`src/rtl/fee_pkg.sv`:
```
`default_nettype none
package fee_pkg;

    localparam int TIME_W  = 24;
    localparam int RPM_W   = 16;
    localparam int AIR_W   = 16;
    localparam int ALT_W   = 16;
    localparam int FUEL_W  = 16;
    localparam int IAS_W   = 9;
    localparam int RUN_W   = 8;
    localparam int SUM_W   = 48;
    localparam int CNT_W   = 32;
    localparam int CFG_W   = 16;
    localparam int CIDX_W  = 2;
    localparam int IAS_SHIFT = 7;

    // register indexes on the config port
    localparam logic [CIDX_W-1:0] CFG_RPM_THR = 2'd0;
    localparam logic [CIDX_W-1:0] CFG_AIR_THR = 2'd1;
    localparam logic [CIDX_W-1:0] CFG_LOOKBACK = 2'd2;

    localparam logic [RPM_W-1:0] RPM_THR_RST  = 16'd1000;
    localparam logic [IAS_W-1:0] AIR_THR_RST  = 9'd40;
    localparam logic [RUN_W-1:0] LOOKBACK_RST = 8'd5;

    localparam logic signed [ALT_W-1:0] ALT_LOW_INIT  = 16'sd10000;
    localparam logic signed [ALT_W-1:0] ALT_HIGH_INIT = 16'sd0;

    // op codes
    localparam logic OP_SAMPLE = 1'b0;
    localparam logic OP_CLEAR  = 1'b1;

    // event codes
    localparam logic [1:0] EV_NONE = 2'd0;
    localparam logic [1:0] EV_ON   = 2'd1;
    localparam logic [1:0] EV_OFF  = 2'd2;

    typedef struct packed {
        logic                     op;
        logic [TIME_W-1:0]        sample_seconds;
        logic [RPM_W-1:0]         engine_rpm;
        logic [AIR_W-1:0]         airspeed_raw;
        logic signed [ALT_W-1:0]  altitude;
        logic [FUEL_W-1:0]        fuel_flow_raw;
    } t_in;

    typedef struct packed {
        logic signed [ALT_W-1:0]  lowest_altitude;
        logic signed [ALT_W-1:0]  highest_altitude;
        logic [AIR_W-1:0]         top_airspeed_raw;
        logic [SUM_W-1:0]         fuel_flow_total;
        logic [CNT_W-1:0]         fuel_sample_count;
    } t_stats;

    typedef struct packed {
        logic [1:0]               engine_event;
        logic [TIME_W-1:0]        engine_event_seconds;
        logic [1:0]               flight_event;
        logic [TIME_W-1:0]        flight_event_seconds;
        logic signed [ALT_W-1:0]  lowest_altitude;
        logic signed [ALT_W-1:0]  highest_altitude;
        logic [AIR_W-1:0]         top_airspeed_raw;
        logic [SUM_W-1:0]         fuel_flow_total;
        logic [CNT_W-1:0]         fuel_sample_count;
    } t_out;

    // per-beat control into the state-holding units
    typedef struct packed {
        logic step;
        logic clr;
    } t_step_ctl;

    typedef struct packed {
        logic [1:0]        ev;
        logic [TIME_W-1:0] secs;
    } t_det_res;

endpackage
`default_nettype wire

```
`src/rtl/flight_engine_event_detector.sv`:
```
`default_nettype none
// Channel | Handshake         | Payload          | Direction
// in      | i_valid / o_stall | i_in  (t_in)     | sample or clear op, into the block
// out     | o_valid / i_stall | o_out (t_out)    | one result per input beat
// cfg     | i_cfg_we          | i_cfg_idx, i_cfg_data | register write, no wait
//
// One beat per cycle sustained while the output is not stalled; a result goes
// through the input register, then detector/statistics update into the
// result register. State is updated as a beat moves into the result
// register, so the next beat sees it directly. Reset is synchronous and
// restores the valid flags, config registers and state. A held result
// stalls the pipe only when both registers are full.
module flight_engine_event_detector (
    input  wire                            i_clk,
    input  wire                            i_rst_n,
    input  wire                            i_valid,
    output logic                           o_stall,
    input  fee_pkg::t_in                   i_in,
    output logic                           o_valid,
    input  wire                            i_stall,
    output fee_pkg::t_out                  o_out,
    input  wire                            i_cfg_we,
    input  wire [fee_pkg::CIDX_W-1:0]      i_cfg_idx,
    input  wire [fee_pkg::CFG_W-1:0]       i_cfg_data
);
    import fee_pkg::*;

    logic [RPM_W-1:0] r_rpm_thr;
    logic [IAS_W-1:0] r_air_thr;
    logic [RUN_W-1:0] r_lookback;

    logic             r_in_valid;
    t_in              r_in;
    logic             r_out_valid;
    t_out             r_out;

    logic             advance;
    t_step_ctl        ctl;
    t_det_res         eng_res;
    t_det_res         flt_res;
    t_stats           stats;

    assign advance  = r_in_valid && (!r_out_valid || !i_stall);
    assign ctl.step = advance && (r_in.op == OP_SAMPLE);
    assign ctl.clr  = advance && (r_in.op == OP_CLEAR);
    assign o_stall  = r_in_valid && !advance;

    always_ff @(posedge i_clk) begin
        if (!i_rst_n) begin
            r_rpm_thr  <= RPM_THR_RST;
            r_air_thr  <= AIR_THR_RST;
            r_lookback <= LOOKBACK_RST;
        end else if (i_cfg_we) begin
            unique case (i_cfg_idx)
                CFG_RPM_THR:  r_rpm_thr  <= i_cfg_data;
                CFG_AIR_THR:  r_air_thr  <= i_cfg_data[IAS_W-1:0];
                CFG_LOOKBACK: r_lookback <= i_cfg_data[RUN_W-1:0];
                default: ;
            endcase
        end
    end

    fee_detector u_engine (
        .i_clk      (i_clk),
        .i_rst_n    (i_rst_n),
        .i_ctl      (ctl),
        .i_value    (r_in.engine_rpm),
        .i_thr      (r_rpm_thr),
        .i_lookback (r_lookback),
        .i_now      (r_in.sample_seconds),
        .o_res      (eng_res)
    );

    fee_detector u_flight (
        .i_clk      (i_clk),
        .i_rst_n    (i_rst_n),
        .i_ctl      (ctl),
        .i_value    ({{(RPM_W-IAS_W){1'b0}}, r_in.airspeed_raw[AIR_W-1:IAS_SHIFT]}),
        .i_thr      ({{(RPM_W-IAS_W){1'b0}}, r_air_thr}),
        .i_lookback (r_lookback),
        .i_now      (r_in.sample_seconds),
        .o_res      (flt_res)
    );

    fee_stats u_stats (
        .i_clk     (i_clk),
        .i_rst_n   (i_rst_n),
        .i_ctl     (ctl),
        .i_sample  (r_in),
        .i_rpm_thr (r_rpm_thr),
        .i_air_thr (r_air_thr),
        .o_stats   (stats)
    );

    // input register
    always_ff @(posedge i_clk) begin
        if (!i_rst_n) begin
            r_in_valid <= 1'b0;
        end else if (!o_stall) begin
            r_in_valid <= i_valid;
        end
    end

    always_ff @(posedge i_clk) begin
        if (i_valid && !o_stall) begin
            r_in <= i_in;
        end
    end

    // result register
    always_ff @(posedge i_clk) begin
        if (!i_rst_n) begin
            r_out_valid <= 1'b0;
        end else if (advance) begin
            r_out_valid <= 1'b1;
        end else if (!i_stall) begin
            r_out_valid <= 1'b0;
        end
    end

    always_ff @(posedge i_clk) begin
        if (advance) begin
            r_out.engine_event         <= eng_res.ev;
            r_out.engine_event_seconds <= eng_res.secs;
            r_out.flight_event         <= flt_res.ev;
            r_out.flight_event_seconds <= flt_res.secs;
            r_out.lowest_altitude      <= stats.lowest_altitude;
            r_out.highest_altitude     <= stats.highest_altitude;
            r_out.top_airspeed_raw     <= stats.top_airspeed_raw;
            r_out.fuel_flow_total      <= stats.fuel_flow_total;
            r_out.fuel_sample_count    <= stats.fuel_sample_count;
        end
    end

    assign o_valid = r_out_valid;
    assign o_out   = r_out;

endmodule
`default_nettype wire

```
`src/rtl/fee_detector.sv`:
```
`default_nettype none
module fee_detector (
    input  wire                            i_clk,
    input  wire                            i_rst_n,
    input  fee_pkg::t_step_ctl             i_ctl,
    input  wire [fee_pkg::RPM_W-1:0]       i_value,
    input  wire [fee_pkg::RPM_W-1:0]       i_thr,
    input  wire [fee_pkg::RUN_W-1:0]       i_lookback,
    input  wire [fee_pkg::TIME_W-1:0]      i_now,
    output fee_pkg::t_det_res              o_res
);
    import fee_pkg::*;

    logic              r_phase, n_phase;
    logic [RUN_W-1:0]  r_count, n_count;
    logic [TIME_W-1:0] r_cand, n_cand;
    logic              qual;

    // off/landing looks for strictly below, on/takeoff for strictly above
    assign qual = r_phase ? (i_value < i_thr) : (i_value > i_thr);

    always_comb begin
        n_phase    = r_phase;
        n_count    = r_count;
        n_cand     = r_cand;
        o_res.ev   = EV_NONE;
        o_res.secs = '0;
        if (i_ctl.clr) begin
            n_phase = 1'b0;
            n_count = '0;
            n_cand  = '0;
        end else if (i_ctl.step) begin
            if (!qual) begin
                n_count = '0;
                n_cand  = '0;
            end else if (r_count == '0) begin
                n_cand  = i_now;
                n_count = RUN_W'(1);
            end else if (r_count >= i_lookback) begin
                o_res.ev   = r_phase ? EV_OFF : EV_ON;
                o_res.secs = r_cand;
                n_phase    = !r_phase;
                n_count    = '0;
                n_cand     = '0;
            end else begin
                n_count = r_count + RUN_W'(1);
            end
        end
    end

    always_ff @(posedge i_clk) begin
        if (!i_rst_n) begin
            r_phase <= 1'b0;
            r_count <= '0;
            r_cand  <= '0;
        end else begin
            r_phase <= n_phase;
            r_count <= n_count;
            r_cand  <= n_cand;
        end
    end

endmodule
`default_nettype wire

```
`src/rtl/fee_stats.sv`:
```
`default_nettype none
module fee_stats (
    input  wire                            i_clk,
    input  wire                            i_rst_n,
    input  fee_pkg::t_step_ctl             i_ctl,
    input  fee_pkg::t_in                   i_sample,
    input  wire [fee_pkg::RPM_W-1:0]       i_rpm_thr,
    input  wire [fee_pkg::IAS_W-1:0]       i_air_thr,
    output fee_pkg::t_stats                o_stats
);
    import fee_pkg::*;

    t_stats            r_st, n_st;
    logic [IAS_W-1:0]  ias;
    logic              flying;
    logic              running;
    logic [SUM_W:0]    sum_ext;

    assign ias     = i_sample.airspeed_raw[AIR_W-1:IAS_SHIFT];
    assign flying  = ias > i_air_thr;
    assign running = i_sample.engine_rpm > i_rpm_thr;
    assign sum_ext = {1'b0, r_st.fuel_flow_total}
                   + {{(SUM_W+1-FUEL_W){1'b0}}, i_sample.fuel_flow_raw};

    always_comb begin
        n_st = r_st;
        if (i_ctl.clr) begin
            n_st.lowest_altitude   = ALT_LOW_INIT;
            n_st.highest_altitude  = ALT_HIGH_INIT;
            n_st.top_airspeed_raw  = '0;
            n_st.fuel_flow_total   = '0;
            n_st.fuel_sample_count = '0;
        end else if (i_ctl.step) begin
            if (flying) begin
                if (i_sample.altitude < r_st.lowest_altitude)
                    n_st.lowest_altitude = i_sample.altitude;
                if (i_sample.altitude > r_st.highest_altitude)
                    n_st.highest_altitude = i_sample.altitude;
                if (i_sample.airspeed_raw > r_st.top_airspeed_raw)
                    n_st.top_airspeed_raw = i_sample.airspeed_raw;
            end
            if (running) begin
                // carry out of the 48-bit sum means saturate
                n_st.fuel_flow_total = sum_ext[SUM_W] ? '1 : sum_ext[SUM_W-1:0];
                if (r_st.fuel_sample_count != '1)
                    n_st.fuel_sample_count = r_st.fuel_sample_count + CNT_W'(1);
            end
        end
    end

    assign o_stats = n_st;

    always_ff @(posedge i_clk) begin
        if (!i_rst_n) begin
            r_st.lowest_altitude   <= ALT_LOW_INIT;
            r_st.highest_altitude  <= ALT_HIGH_INIT;
            r_st.top_airspeed_raw  <= '0;
            r_st.fuel_flow_total   <= '0;
            r_st.fuel_sample_count <= '0;
        end else begin
            r_st <= n_st;
        end
    end

endmodule
`default_nettype wire
```
`config.mk`:
```
export PLATFORM = sky130hd
export DESIGN_NAME = flight_engine_event_detector
export DESIGN_NICKNAME = d
export VERILOG_FILES = /design/src/rtl/fee_pkg.sv /design/src/rtl/flight_engine_event_detector.sv /design/src/rtl/fee_detector.sv /design/src/rtl/fee_stats.sv
export SDC_FILE = /design/constraint.sdc
export NUM_CORES = 1
export LEC_CHECK = 0
export ABC_AREA = 1
export BUFFER_PORTS_ARGS = -buffer_cell sky130_fd_sc_hd__clkbuf_2
export CORE_ASPECT_RATIO = 0.6
export CORE_MARGIN = 1
export CORE_UTILIZATION = 58
export DETAILED_ROUTE_END_ITERATION = 12
export PLACE_DENSITY = 0.79
export SETUP_SLACK_MARGIN = 0.05
export SYNTH_ARGS = -nofsm -noshare
export SYNTH_HDL_FRONTEND = slang
export SYNTH_HIERARCHICAL = 1
export SYNTH_SLANG_ARGS = --single-unit
```
`constraint.sdc`:
```
create_clock -name i_clk -period 9.6 [get_ports i_clk]
set_input_delay 0.48 -clock i_clk [delete_from_list [all_inputs] [get_ports i_clk]]
set_output_delay 0.48 -clock i_clk [all_outputs]
set_load 0.1 [all_outputs]
```
==> results of run 1 <==
[state kept, by name (all words and copies together), names as in the netlist]
name              cells
r_in                 89
u_flight/r_cand      24
u_stats/r_st        128
o_out               180
r_rpm_thr            16
u_flight/r_phase      1
u_engine/r_phase      1
r_air_thr             9
r_in_valid            1
u_engine/r_count      8
u_engine/r_cand      24
o_valid               1
r_lookback            8
u_flight/r_count      8
[kinds of logic (layout without fill, tap and decap cells)]
| kind of cell | Yosys count | after routing | synth area share |
|---|---|---|---|
| XOR/XNOR | 53 | 53 | 0.0175 |
| other | 1 | 18 | 0.000142 |
| flip-flops | 498 | 498 | 0.478 |
| AO/OA/AOI/OAI | 211 | 211 | 0.0417 |
| AND/OR/NAND/NOR | 1687 | 1687 | 0.300 |
| buffers and inverters | 613 | 886 | 0.0949 |
| adder cells (fa/ha/maj) | 142 | 142 | 0.0674 |
[cell usage in the layout, fill, tap and decap left out, types with 7 or more instances in the layout]
master / n
nand2_1: 696
inv_1: 479
nor2_1: 426
clkbuf_2: 293
edfxtp_1: 269
dfxtp_1: 229
nand3_1: 215
ha_1: 141
a21oi_1: 123
nand4_1: 110
o21ai_0: 58
clkbuf_16: 48
nor3_1: 45
xor2_1: 42
nand3_2: 41
nand2_2: 36
nor2_4: 33
nor2_2: 28
clkbuf_1: 14
conb_1: 14
nand3b_1: 12
inv_2: 11
xnor2_1: 11
o21ai_1: 11
buf_4: 10
clkinv_1: 8
clkinv_2: 8
nor3_2: 8
or2_2: 7
[layer usage]
layer / vias to the layer above / track usage / wire [um]
met1: 10200 / 0.432 / 31400
met2: 902 / 0.415 / 28300
met3: 86 / 0.0481 / 5680
met5: - / 0 / 0
li1: 10800 / - / -
met4: 0 / 0.0742 / 1590
[final cells by class]
| cell class | instances | share of cell area |
|---|---|---|
| inverter | 498 | 0.0634 |
| multi-input combinational | 2107 | 0.383 |
| sequential | 498 | 0.426 |
| antenna | 4 | 0.000337 |
| clock buffer | 67 | 0.0445 |
| tap | 589 | 0.0248 |
| clock inverter | 18 | 0.00619 |
| timing repair buffer | 303 | 0.0519 |
[path summary, 6_finish.rpt]
kind / end / slack [ns] / depth (start not counted)
worst max register to register: o_out[41]$_DFFE_PP_ / 5.89 / 10
worst max-delay path: o_out[41]$_DFFE_PP_ / 5.89 / 10
worst min register to register: u_flight/r_cand[15]$_SDFFE_PP0P_ / 0.48 / 2
worst min-delay path: r_in[53]$_DFFE_PP_ / 0.08 / 1
[per-stage QoR]
stage / hold WS, ns / cell area (um2)
final: 0.0809 / 29700
after global routing: 0.0614 / 29700
after CTS: 0.0585 / 29700
after detailed placement: 0.470 / 28200
after global placement: 0.460 / 28200
after floorplan: 0.450 / 26500
[report_power, final]
part | internal, uW | switching (uW) | total [uW] | leakage (uW)
combinational | 194 | 630 | 824 | 0.00865
sequential | 2360 | 63.3 | 2420 | 0.00449
clock | 1040 | 806 | 1850 | 0.000735
total | 3590 | 1500 | 5090 | 0.0139
==> results_dict.tcl, run 1 <==
set metrics [dict create \
    status "complete, no violations" \
    drc_errors 0 \
    fin_setup_tns_ns 0 \
    routed_wl_mm 67.0 \
    hp-class "primary input to register" \
    cts_hold_buf 0 \
    vias 22000 \
    ys_ff_latch 498 \
    rsz0062_at_grt "no" \
    yosysMostFrequentCell "nand2_1" \
    cap_violations 0 \
    slowest_delay_ns 0.50 \
    worst_pin_slew_ns 1.21 \
    drive_above_1_share 0.160 \
    die_y_um 168 \
    syn-mean-instance-area_um2 8.26 \
    start_util 0.590 \
    grt_pass1_vias 19800 \
    gp_congestion 0.975 \
    core_mm2 0.0449 \
    crit_arrival_ns 4.02 \
    finalWorstSetupSlack_ns 5.89 \
    min_from "i_in[53]" \
    gr-total-overflow 0 \
    cts_tree "yes" \
    critPathKind "register to register" \
    yosysTopAreaCellShare 0.305 \
    hpwl_mm 47.9 \
    slowest_stage "nand2_1" \
    drt-initial-drc-count 2503 \
    finalHoldViolations 0 \
    cts_setup_buffers 0 \
    final_util 0.662 \
    critPathCaptureType "register" \
    crit_chain "nand2_1 -> nand2_1 -> nor2_4 -> buf_4 -> inv_1 -> buf_4 -> nor2_4 -> nand2_1 -> inv_2 -> a21oi_1" \
    p_leak_uw 0.0139 \
    cts.repair.resized 0 \
    grt_pass1_wl_mm 106 \
    fin_skew_ns 0.0202 \
    drv_slew 0 \
    synth_cells 3205 \
    die_area_mm2 0.0465 \
    grt_use_total 0.283 \
    fill_cells 3759 \
    synth_cell_types 48 \
    ant_nets 0 \
    grt_antenna_before_repair 4 \
    synth_area_leaders "edfxtp_1, dfxtp_1, nand2_1, inv_1, ha_1" \
    cpMostUsedCell "nand2_1" \
    area_growth_pct 12.2 \
    cp-startpoint "o_valid$_SDFFE_PN0P_" \
    fin_crit_sh 0.387 \
    synth_common_cells "nand2_1, inv_1, nor2_1, edfxtp_1, dfxtp_1" \
    cp-start-kind "register" \
    wl_per_cell_um 16.4 \
    dpl_worst_slack_ns 5.60 \
    cts_sinks 498 \
    synth_ff_type "edfxtp_1" \
    synth_edf_count 269 \
    power_density_mw_per_mm2 171 \
    syn_area_mm2 0.0265 \
    clk_pin_slew_ns 0.06 \
    vdd_drop_max_mv 0.128 \
    fin_crit_ns 3.71 \
    portBuffers 293 \
    dp_cells 3995 \
    cpLargestDelayFamily "buffers and inverters" \
    synth-async-reset-ratio 0 \
    stdcell_count 4084 \
    ys_seq_area_frac 0.478 \
    clockBufferDepth 3 \
    fmax_mhz 269 \
    setup_violations 0 \
    viasPerCell 5.39 \
    first_pass_iters 6 \
    nets 3708 \
    ys_warn_count 6 \
    synth_area_leader_cell "edfxtp_1" \
    ios 294 \
    cp_num_buf_inv 4 \
    die_x_um 278 \
    htreeDepth 2 \
    crit_required_ns 9.91 \
    grt_max_degree 117 \
    rows 60 \
    r2r_start "o_valid$_SDFFE_PN0P_" \
    finalPower_uw 5090 \
    slew_headroom 0.190 \
    cts_root_buf "clkbuf_16" \
    seqCellArea_mm2 0.0127 \
    multi_input_area_mm2 0.0114 \
    clk_latency_ns 0.57 \
    path_max_fanout 32 \
    cts_buffers 46 \
]
Note: power is estimated with default switching activity, not from simulation.
==> run 2, diff against run 1 <==
ABC_AREA = 0   (was 1)
CORE_UTILIZATION = 53   (was 58)
PLACE_DENSITY = 0.77   (was 0.79)
clock period = 3.2 ns   (was 9.6 ns; I/O delays follow)
==> run 2 against run 1 <==
The run now ends with max-slew violations left. Maximum frequency increased by 16%. Worst hold slack lost 0.032 ns. Critical path depth grew 2. Clock-buffer cell count shrank 6. First-iteration DRC count decreased by 36%. Sequential cell count did not move. Total power grew to 2.9 times the previous value. Non-clock buffer count increased by 188. Global-route usage shrank 2.7 points. Sequential share of layout area up 1.6 points.
==> results_dict.tcl, run 2 <==
set metrics [dict create \
    drv_slew 43 \
    grt_max_degree 181 \
    switching_share 0.275 \
    die_x_um 270 \
    violations "max-slew violations" \
    diodes 0 \
    cts_buffers 46 \
    min_from "i_cfg_idx[1]" \
    top_usage_layer "met2" \
    cap_violations 0 \
    cp-startpoint "u_stats/r_st[32]$_SDFF_PN0_" \
    grt_antenna_before_repair 0 \
    yosysTopAreaCellShare 0.352 \
    finalInstanceArea_mm2 0.0286 \
    fin_crit_sh 0.999 \
    vdd_drop_max_mv 0.478 \
    drive_above_1_share 0.220 \
    p_leak_uw 0.0114 \
    r2r_start "u_stats/r_st[32]$_SDFF_PN0_" \
    synth_area_leader_cell "edfxtp_1" \
    fin_skew_ns 0.0189 \
    critPathCaptureType "register" \
    finalHoldViolations 0 \
    p_int_uw 10800 \
    portBuffers 293 \
    grt_pass1_wl_mm 90.5 \
    vias 17800 \
    crit_arrival_ns 3.52 \
    fin_setup_tns_ns 0 \
    worst_pin_slew_ns 1.55 \
    synth_edf_count 269 \
    grt_use_total 0.257 \
    first_pass_iters 5 \
    synth_cells 2151 \
    cts_root_buf "clkbuf_16" \
    synth-async-reset-ratio 0 \
    setup_violations 0 \
    holdWs_ns 0.0486 \
    grtUsageMet2 0.403 \
    clk_latency_ns 0.57 \
    die_y_um 163 \
    slew_headroom -0.0317 \
    yosysMostFrequentCell "edfxtp_1" \
    gp_congestion 0.927 \
    clk_pin_slew_ns 0.07 \
    area_growth_pct 24.9 \
    ios 294 \
    p_switching_uw 4100 \
    path_max_fanout 8 \
    grt_use_met1 0.362 \
    ys_ff_latch 498 \
    ant_nets 0 \
    largest_register_ffs 180 \
    die_area_mm2 0.0441 \
    cts_tree "yes" \
    fin_crit_ns 3.20 \
    power_density_mw_per_mm2 520 \
    wl_per_cell_um 18.3 \
    clockBufferDepth 3 \
    htreeDepth 2 \
    cts_sinks 498 \
    status "finished, violations left" \
    synth_area_leaders "edfxtp_1, dfxtp_1, ha_1, nor2_1, mux2i_1" \
    layout_common_cells "clkbuf_2, edfxtp_1, dfxtp_1" \
    synth_common_cells "edfxtp_1, dfxtp_1, nor2_1, nand2_1" \
    crit_required_ns 3.52 \
    cp-start-kind "register" \
    synth_ff_type "edfxtp_1" \
    routed_wl_mm 58.9 \
    final_util 0.678 \
    gr-total-overflow 0 \
    ys_seq_area_frac 0.552 \
    viasPerCell 5.54 \
    grt_pass1_vias 17200 \
    drt-initial-drc-count 1591 \
    syn-mean-instance-area_um2 10.7 \
    finalPower_uw 14900 \
    p_seq_frac 0.477 \
    start_util 0.543 \
    use_met3 0.0434 \
    p_clk_frac 0.385 \
    core_mm2 0.0422 \
    nets 2860 \
    synth_cell_types 74 \
    placed_cell_area_mm2 0.0256 \
    fmax_mhz 313 \
    drc_errors 0 \
    critPathKind "register to register" \
    syn_area_mm2 0.0229 \
    final_common_cell "clkbuf_2" \
    rows 58 \
    combinationalPowerShare 0.138 \
    hp-class "primary input to register" \
    rsz0062_at_grt "yes" \
    hpwl_mm 39.0 \
    ys_warn_count 6 \
]
run 2: changes by cell type after synthesis, sizes merged, moves of 24 or more:
cell | previous run | this run
and2 | 2 | 105
buf | 68 | 22
clkbuf | 47 | 77
inv | 493 | 141
mux2i | 0 | 81
nand2 | 737 | 179
nand3 | 259 | 63
nor2 | 487 | 218
nor2b | 0 | 24
o21ai | 69 | 102
xnor2 | 11 | 37
run 2: layout make-up:
class                   instances  area (um2)
clock buffers                  61        1320
fillers                      3178       13600
flip-flops and latches        498       12700
repair buffers                491        3410
multi-input cells            1428        9730
clock inverters                25         262
well taps                     570         713
inverters                     141         529
run 2: timing repair:
action,4_1_cts,5_1_grt
pin swaps,0,8
setup buffers,0,9
gates cloned,2,2
endpoints found under the hold margin,123,0
hold buffers,109,0
setup endpoints to repair,83,143
gates resized for setup,5,37
run 2: per-layer routing:
metal | share of wire | up-vias | wire, um
li1 | - | 8526 | -
met1 | 0.45 | 8499 | 26500
met2 | 0.45 | 663 | 26700
met3 | 0.068 | 102 | 4030
met4 | 0.028 | 0 | 1670
met5 | 0 | - | 0
run 2: per-stage QoR:
step	worst slack (ns)	cells
after floorplan	-2.57	2164
after global placement	0.00748	3006
after detailed placement	-0.156	3006
after CTS	0.0678	3203
after global routing	-0.0806	3214
final	0.00351	3214
run 2: power groups by stage:
stage               clock (uW)  combinational [uW]  sequential [uW]
CTS                       5830                2000             7100
floorplan                    0                 667             7990
finish                    5730                2050             7100
global route              6100                2170             7120
detailed placement           0                1880             7230
global placement             0                1840             7230
run 2: cells by family (layout without fill, tap and decap cells):
kind of cell	count (synthesis)	count (layout)	synth area share
xor gates and xnor gates	59	59	0.0225
buffers and inverters	240	718	0.0437
muxes	84	84	0.0372
other	1	14	0.000164
adders and majority gates	142	142	0.0778
and+or+nand+nor	828	830	0.188
DFF	498	498	0.552
AOI/OAI and AO/OA	299	299	0.0782
run 2: worst max-delay path, cell delays in order (launching register included):
cell and delay [ns]:
dfxtp_1 0.34, ha_1 0.22, fa_2 0.26, a21oi_2 0.07, o211ai_1 0.29, a221oi_2 0.09
buf_4 0.16, o21a_2 0.25, or4b_1 0.55, buf_4 0.20, nand2_1 0.06, nor2_1 0.05
nor3_1 0.37
run 2: worst paths after layout:
path              slack [ns]  cells past startpoint                              end
setup reg to reg       0.004                     12              o_out[67]$_DFFE_PP_
hold / removal          0.05                      3       r_lookback[2]$_SDFFE_PN1P_
hold reg to reg         0.45                      2  u_flight/r_cand[1]$_SDFFE_PP0P_
setup / recovery       0.004                     12              o_out[67]$_DFFE_PP_
==> run 3, diff against run 2 <==
CORE_MARGIN = not set   (was 1)
CORE_UTILIZATION = 58   (was 53)
GPL_TIMING_DRIVEN = 0   (was not set)
PLACE_DENSITY = 0.8   (was 0.77)
clock period = 3.75 ns   (was 3.2 ns; I/O delays follow)
==> run 3 against run 2 <==
The flow now finishes without violations. Sequential cell count unchanged. Non-clock buffer count increased by 17. Sequential share of layout area increased by 0.84 points. Worst hold slack about the same. Final area decreased by 1.9%. Maximum frequency decreased by 9.8%. Clock-buffer cell count decreased by 2.
==> results_dict.tcl, run 3 (synthesis gave the netlist of run 2 again) <==
set metrics [dict create \
    status "complete, no violations" \
    clockBufferDepth 3 \
    power_density_mw_per_mm2 442 \
    grt_use_total 0.292 \
    path_max_fanout 30 \
    vdd_drop_max_mv 0.388 \
    cap_violations 0 \
    area_growth_pct 22.5 \
    viasPerCell 5.71 \
    reg2reg_depth 8 \
    p_leak_uw 0.0112 \
    crit_chain "a21boi_4 -> buf_12 -> nor2b_2 -> nand2_2 -> nor2_1 -> nand2_1 -> nor3_2 -> mux2_2" \
    first_pass_iters 6 \
    dpl_worst_slack_ns -0.428 \
    clk_pin_slew_ns 0.07 \
    fin_crit_sh 0.945 \
    die_x_um 259 \
    stdcell_count 3170 \
    hpwl_mm 42.8 \
    rows 55 \
    clk_latency_ns 0.56 \
    slowest_stage "nor2b_2" \
    gr-total-overflow 0 \
    rsz0062_at_grt "no" \
    cpLargestDelayFamily "simple AND/OR/NAND/NOR gates" \
    final_common_cell "clkbuf_2" \
    htreeDepth 2 \
    die_y_um 156 \
    drv_slew 0 \
    grt_pass1_wl_mm 92.9 \
    critPathKind "register to register" \
    finalHoldViolations 0 \
    start_util 0.598 \
    fin_setup_tns_ns 0 \
    cp_num_buf_inv 1 \
    setup_violations 0 \
    grt_max_degree 36 \
    hp-class "primary input to register" \
    drive_above_1_share 0.192 \
    cts_root_buf "clkbuf_16" \
    path_depth 8 \
    die_area_mm2 0.0403 \
    vias 18100 \
    placed_cell_area_mm2 0.0255 \
    largest_register_ffs 180 \
    holdPathStages 3 \
    critPathCaptureType "register" \
    slew_headroom 0.251 \
    layout_common_cells "clkbuf_2, edfxtp_1, dfxtp_1" \
    fin_crit_ns 3.54 \
    finalInstanceArea_mm2 0.0281 \
    dp_cells 2980 \
    cts_tree "yes" \
    ios 294 \
    portBuffers 293 \
    worst_pin_slew_ns 1.12 \
    slowest_delay_ns 0.65 \
    grt_pass1_vias 17600 \
    drt-initial-drc-count 1494 \
    wl_per_cell_um 18.7 \
    fin_skew_ns 0.0124 \
    gp_congestion 0.932 \
    finalWorstSetupSlack_ns 0.207 \
    cts_buffers 45 \
    core_mm2 0.0383 \
    grt_antenna_before_repair 1 \
    cts_sinks 498 \
    crit_arrival_ns 3.85 \
    routed_wl_mm 59.2 \
    ant_nets 0 \
    cp-start-kind "register" \
    nets 2874 \
    drc_errors 0 \
    crit_required_ns 4.06 \
    fmax_mhz 282 \
]
==> run 3: cell count changes in the layout (fill, tap and decap cells not counted), moves of 5 or more <==
cell      previous run  this run
buf_4               75         5
buf_6                1         9
clkbuf_1             6        63
clkbuf_2           293       310
ha_1               135       141
mux2i_1             76        81
==> run 3: tightest hold or removal path, stage by stage <==
cell and delay (ns):
clkbuf_2 0.16, nand4bb_1 0.12, o211ai_1 0.08
==> run 3: metal layers <==
| metal | GRT usage | part of all wire | up-vias |
|---|---|---|---|
| met5 | 0 | 0.00022 | - |
| met4 | 0.101 | 0.031 | 2 |
| met3 | 0.0687 | 0.088 | 136 |
| met2 | 0.444 | 0.44 | 740 |
| met1 | 0.410 | 0.44 | 8635 |
| li1 | - | - | 8577 |
==> run 3: worst paths after layout <==
check | start | endpoint | slack, ns
worst max register to register | r_in_valid$_SDFFE_PN0N_ | o_out[20]$_DFFE_PP_ | 0.21
worst min register to register | u_engine/r_cand[1]$_SDFFE_PP0P_ | u_engine/r_cand[1]$_SDFFE_PP0P_ | 0.46
worst min-delay path | i_cfg_we | r_rpm_thr[7]$_SDFFE_PN1P_ | 0.05
worst max-delay path | r_in_valid$_SDFFE_PN0N_ | o_out[20]$_DFFE_PP_ | 0.21
==> run 3: layout make-up <==
| class | instances | area, um2 |
|---|---|---|
| Sequential cell | 498 | 12700 |
| Fill cell | 2688 | 10200 |
| Multi-Input combinational cell | 1426 | 9510 |
| Timing Repair Buffer | 410 | 2740 |
| Clock buffer | 59 | 1240 |
| Tap cell | 513 | 642 |
| Buffer | 98 | 552 |
| Inverter | 141 | 529 |
| Clock inverter | 24 | 208 |
| Antenna cell | 1 | 2.50 |
==> run 3: through the flow <==
stage	hold slack, ns	utilization	power (uW)
global placement	0.365	0.660	7750
finish	0.0482	0.733	12400
CTS	0.0132	0.732	12400
global route	0.0376	0.733	12800
floorplan	0.286	-	7390
detailed placement	0.366	0.666	7790
==> run 3: what timing repair did <==
action,in CTS,in global routing
setup buffers,0,0
hold buffers,107,0
endpoints found under the setup margin,134,44
resized for setup,5,6
hold endpoints to repair,124,0
==> run 3: power breakdown <==
part / internal, uW / total (uW) / switching, uW
clock network: 2550 / 4610 / 2060
logic: 458 / 1740 / 1280
registers: 5950 / 6060 / 110
